[src/rtl/core/lzw_compressor_macros.svh]
`ifndef LZW_COMPRESSOR_MACROS_SVH
`define LZW_COMPRESSOR_MACROS_SVH

// same-cycle implication on clk, off while rst_n is low
`define LZWC_ASSERT_IMP(lbl, ante, cons, msg) \
  lbl: assert property (@(posedge clk) disable iff (!rst_n) (ante) |-> (cons)) \
    else $error(msg);

// next-cycle implication on clk, off while rst_n is low
`define LZWC_ASSERT_NXT(lbl, ante, cons, msg) \
  lbl: assert property (@(posedge clk) disable iff (!rst_n) (ante) |=> (cons)) \
    else $error(msg);

`endif

[src/rtl/core/lzwc_pkg.sv]
package lzwc_pkg;

  localparam int SYM_W = 6;

  typedef enum logic [2:0] {
    S_CLEAR,
    S_IDLE,
    S_HRD,
    S_PRD,
    S_CHK,
    S_MISS,
    S_FIN
  } lzwc_state_t;

  typedef struct packed {
    logic clr_wr;
    logic accept;
    logic latch_cand;
    logic step;
    logic hit;
    logic miss;
    logic fin;
  } lzwc_cmd_t;

  typedef struct packed {
    logic clr_last;
    logic pvalid;
    logic eos;
    logic live;
    logic match;
    logic out_free;
  } lzwc_stat_t;

endpackage

[src/rtl/core/lzwc_ctrl.sv]
module lzwc_ctrl import lzwc_pkg::*; (
  input  logic       clk,
  input  logic       rst_n,
  input  logic       in_valid,
  input  logic       in_end_of_stream,
  output logic       in_ready,
  input  lzwc_stat_t stat,
  output lzwc_cmd_t  cmd
);

  lzwc_state_t state_r;
  lzwc_state_t state_nxt;

  always_ff @(posedge clk) begin
    if (!rst_n) begin
      state_r <= S_CLEAR;
    end else begin
      state_r <= state_nxt;
    end
  end

  always_comb begin
    state_nxt = state_r;
    cmd       = '0;
    in_ready  = 1'b0;
    case (state_r)
      S_CLEAR: begin
        cmd.clr_wr = 1'b1;
        if (stat.clr_last) begin
          state_nxt = S_IDLE;
        end
      end
      S_IDLE: begin
        in_ready = 1'b1;
        if (in_valid) begin
          cmd.accept = 1'b1;
          if (stat.pvalid) begin
            state_nxt = S_HRD;
          end else if (in_end_of_stream) begin
            state_nxt = S_FIN;
          end
        end
      end
      S_HRD: begin
        state_nxt = S_PRD;
      end
      S_PRD: begin
        cmd.latch_cand = 1'b1;
        state_nxt      = S_CHK;
      end
      S_CHK: begin
        if (stat.match) begin
          cmd.hit   = 1'b1;
          state_nxt = stat.eos ? S_FIN : S_IDLE;
        end else if (stat.live) begin
          cmd.step  = 1'b1;
          state_nxt = S_HRD;
        end else begin
          state_nxt = S_MISS;
        end
      end
      S_MISS: begin
        if (stat.out_free) begin
          cmd.miss  = 1'b1;
          state_nxt = stat.eos ? S_FIN : S_IDLE;
        end
      end
      S_FIN: begin
        if (stat.out_free) begin
          cmd.fin   = 1'b1;
          state_nxt = S_IDLE;
        end
      end
      default: begin
        state_nxt = S_IDLE;
      end
    endcase
  end

endmodule

[config.mk]
export PLATFORM = sky130hd
export DESIGN_NAME = lzwc_ctrl
export DESIGN_NICKNAME = d
export VERILOG_FILES = /design/src/rtl/core/lzw_compressor_macros.svh /design/src/rtl/core/lzwc_pkg.sv /design/src/rtl/core/lzwc_ctrl.sv
export SDC_FILE = /design/constraint.sdc
export NUM_CORES = 1
export LEC_CHECK = 0
export BUFFER_PORTS_ARGS = -buffer_cell sky130_fd_sc_hd__buf_4
export CORE_AREA = 10 10 47 49
export DETAILED_ROUTE_END_ITERATION = 10
export DIE_AREA = 0 0 57 59
export PLACE_DENSITY = 0.62
export SLEW_MARGIN = 20
export SYNTH_ARGS = -nofsm -noshare
export SYNTH_HDL_FRONTEND = slang
export SYNTH_SLANG_ARGS = --single-unit
[constraint.sdc]
create_clock -name clk -period 1.1 [get_ports clk]
set_input_delay 0.055 -clock clk [delete_from_list [all_inputs] [get_ports clk]]
set_output_delay 0.055 -clock clk [all_outputs]
set_load 0.03 [all_outputs]
==> summary.md <==
| Metric | Value |
|---|---|
| Post-synth top area share | 15.00% |
| Average wire per standard cell | 14.67 um |
| Mapped Nets | 60 |
| Vias/cell | 5.153 |
| Rel. slew slack | 86.26% |
| Vias in the first global route | 564 |
| Final Hold Fails | 0 |
| H-tree Lvls | 1 |
| Total congestion overflow | 0 |
| Area leader, netlist | dfxtp_1 |
| Worst Hold Depth | 3 |
| Root Driver | clkbuf_4 |
| FILL cells | 132 |
| Final worst setup slack | -0.1281 ns |
| Gpl congestion | 0.7912 |
| Failing checks | negative setup slack |
| Min-Delay Path Class | input pin to flop |
| Starting Density | 28.57% |
| DIE WIDTH | 57 um |
| Core Region | 1401 um2 |
| Multi-input logic area | 352.8 um2 |
| CTS max path bufs | 2 |
| Residual DRC | 0 |
| Clk_lat worst skew | 0.25 ns |
| Fmax | 0.8142 GHz |
| Row cnt | 14 |
| # clock sinks | 3 |
| RSZ-0062 raised after global routing | true |
| Synth Area per Inst | 8.008 um2 |
| Register area | 71.32 um2 |
| Clock buffer count from CTS | 3 |
| Slew @ Worst Pin | 0.2046 ns |
| Area grow syn2layout | 91.56% |
| Worst Path Arrival | 1.17 ns |
| Slew Limit Fails | 0 |
| Antenna Cells | 0 |
| Worst hold start | rst_n |
| Buffers added on ports | 17 |
| Pwr dens | 1155 nW/um2 |
| Total Routing Usage GR | 8.902% |
| CP Max Fanout | 4 |
| Status | finished with violations |
| Top reg by flops | state_r |
| Final Critical Period | 1.228 ns |
| DRT iter0 DRCs | 2 |
| Initial DRT Pass Iterations | 3 |
| Num ports | 18 |
| Final Util | 54.73% |
| WL final | 1.438 mm |
| Cell Area, Synth | 400.4 um2 |
| Cells after Synth | 50 |
| Post-synthesis register bit count | 3 |
| Leak Pwr | 0.3312 nW |
| Setup Skew | 0.01515 ns |
| CP Capture Type | output pin |
| Final TNS setup | -1.030 ns |
| Detail Route Antenna Nets | 0 |
| Largest net degree at the start of global routing | 8 |
| Worst reg2reg path startpoint | state_r[2]$_SDFFE_PN0P_ |
| Power after layout | 886.0 uW |
| Worst reg-to-reg setup slack | -0.12 ns |
| Final Instance Area | 767.0 um2 |
| Kind of critical path | flop to output pin |
| Yosys warnings | 0 |
| Critical path required time | 1.04 ns |
| TritonCTS clock tree | yes |
| Die H | 59 um |
| Worst Hold End | state_r[2]$_SDFFE_PN0P_ |
| Clock-pin slew on the worst setup and hold paths | 0.05 ns |
| Reg2reg end | state_r[2]$_SDFFE_PN0P_ |
| Setup crit start | state_r[0]$_SDFFE_PN0P_ |
| Total number of vias | 505 |
| Hold Buf Count CTS | 0 |
| CP startpoint kind | flop |
| Max Cap Viol | 0 |
| HPWL Detailed | 956.9 um |
| Tcrit/Tclk final | 111.6% |
| Place WS | -0.1257 ns |
| R2r worst-path depth | 6 |
| Synth area leaders | dfxtp_1, mux2i_1, buf_6 |
| Largest regs | state_r x3 |
| Cell Area, Placed | 596.8 um2 |
| Max reg flops | 3 |
| First-pass GRT wire length | 2.456 mm |
| Initial antenna violation count | 0 |
| Die Area | 3363 um2 |
| Final nets | 93 |
| Share of cells above drive strength 1 | 63.41% |
| Sequential area share after synthesis | 15.00% |
| Max rail drop VDD | 0.0005811 V |
| Final setup viols | 11 |
| Netlist cell types | 33 |
## routing by layer
layer / track usage [%] / routed length, um / vias to the layer above
li1: - / - / 252
met1: 9.145 / 623 / 231
met2: 15.35 / 688 / 18
met3: 3.219 / 94 / 4
met4: 5.034 / 31 / 0
met5: 0 / 0 / -
## worst max-delay path by stage
stage / depth (start not counted) / to
2_1_floorplan: 3 / cmd[3]
3_3_place_gp: 3 / state_r[0]$_SDFFE_PN0P_
3_5_place_dp: 5 / state_r[2]$_SDFFE_PN0P_
4_1_cts: 4 / cmd[2]
5_1_grt: 4 / cmd[2]
6_report: 4 / cmd[2]
## metrics by stage
stage / hold WS [ns] / std cells
after CTS: 0.08989 / 97
after floorplan: 0.2078 / 50
after detailed placement: 0.3585 / 88
final: 0.08855 / 98
after global routing: 0.09356 / 98
after global placement: 0.3413 / 88
## cell usage after synthesis
master,count
buf_6,2
buf_2,2
nand4b_1,1
or2b_1,1
nor2_1,2
a21boi_1,1
o21ai_1,2
o2111ai_1,1
mux2i_1,5
nor2b_4,1
a21boi_0,1
nand2b_1,1
nor3_1,2
a21oi_1,1
nand2_1,4
dfxtp_1,3
a2bb2oi_1,1
inv_1,1
o21a_2,1
nor3b_2,1
nand3_1,1
o21a_1,1
o22ai_1,1
o2bb2ai_1,2
nor4_1,1
nand2b_2,1
nand3b_1,1
and2_1,1
and3_1,3
and2b_1,1
a32oi_1,1
and3b_2,1
or3_1,1
## layout make-up
class	count	area share (%)
Tap cell	16	2.610
Clock buffer	4	3.426
Multi-Input combinational cell	42	46.00
Inverter	1	0.4894
Timing Repair Buffer	32	38.17
Sequential cell	3	9.299
## worst max-delay path: stages (launching register included)
cell and delay (ns):
dfxtp_4 0.34, buf_6 0.13, nor2b_4 0.13, and3b_2 0.19
buf_6 0.13
## where the power goes
group | internal [mW] | leakage [nW] | switching [mW]
clock | 0.137 | 0.0150 | 0.0793
combinational | 0.276 | 0.289 | 0.239
sequential | 0.128 | 0.0267 | 0.0264
total | 0.542 | 0.331 | 0.344
## logic make-up (layout without fill, tap and decap cells)
kind of cell / count (synthesis) / in the layout / share of synthesized area (%)
AO/OA/AOI/OAI: 13 / 13 / 24.07
buffers and inverters: 5 / 37 / 9.061
flip-flops: 3 / 3 / 15.00
multiplexers: 5 / 5 / 12.50
AND/OR/NAND/NOR: 24 / 24 / 39.38
## timing repair
item | in CTS | in global routing
setup buffers | 5 | 1
endpoints found under the setup margin | 11 | 11
gates resized for setup | 23 | 5
pin swaps | 7 | 3
## layout by cell type (no fill, tap or decap), types with 2 or more instances in the layout
cell type / count
and3_4: 2
buf_4: 18
buf_6: 14
clkbuf_4: 3
dfxtp_4: 3
mux2i_1: 5
nand2_1: 4
o21ai_1: 2
o2bb2ai_1: 2
No activity file was read; power rests on OpenSTA's default activity.
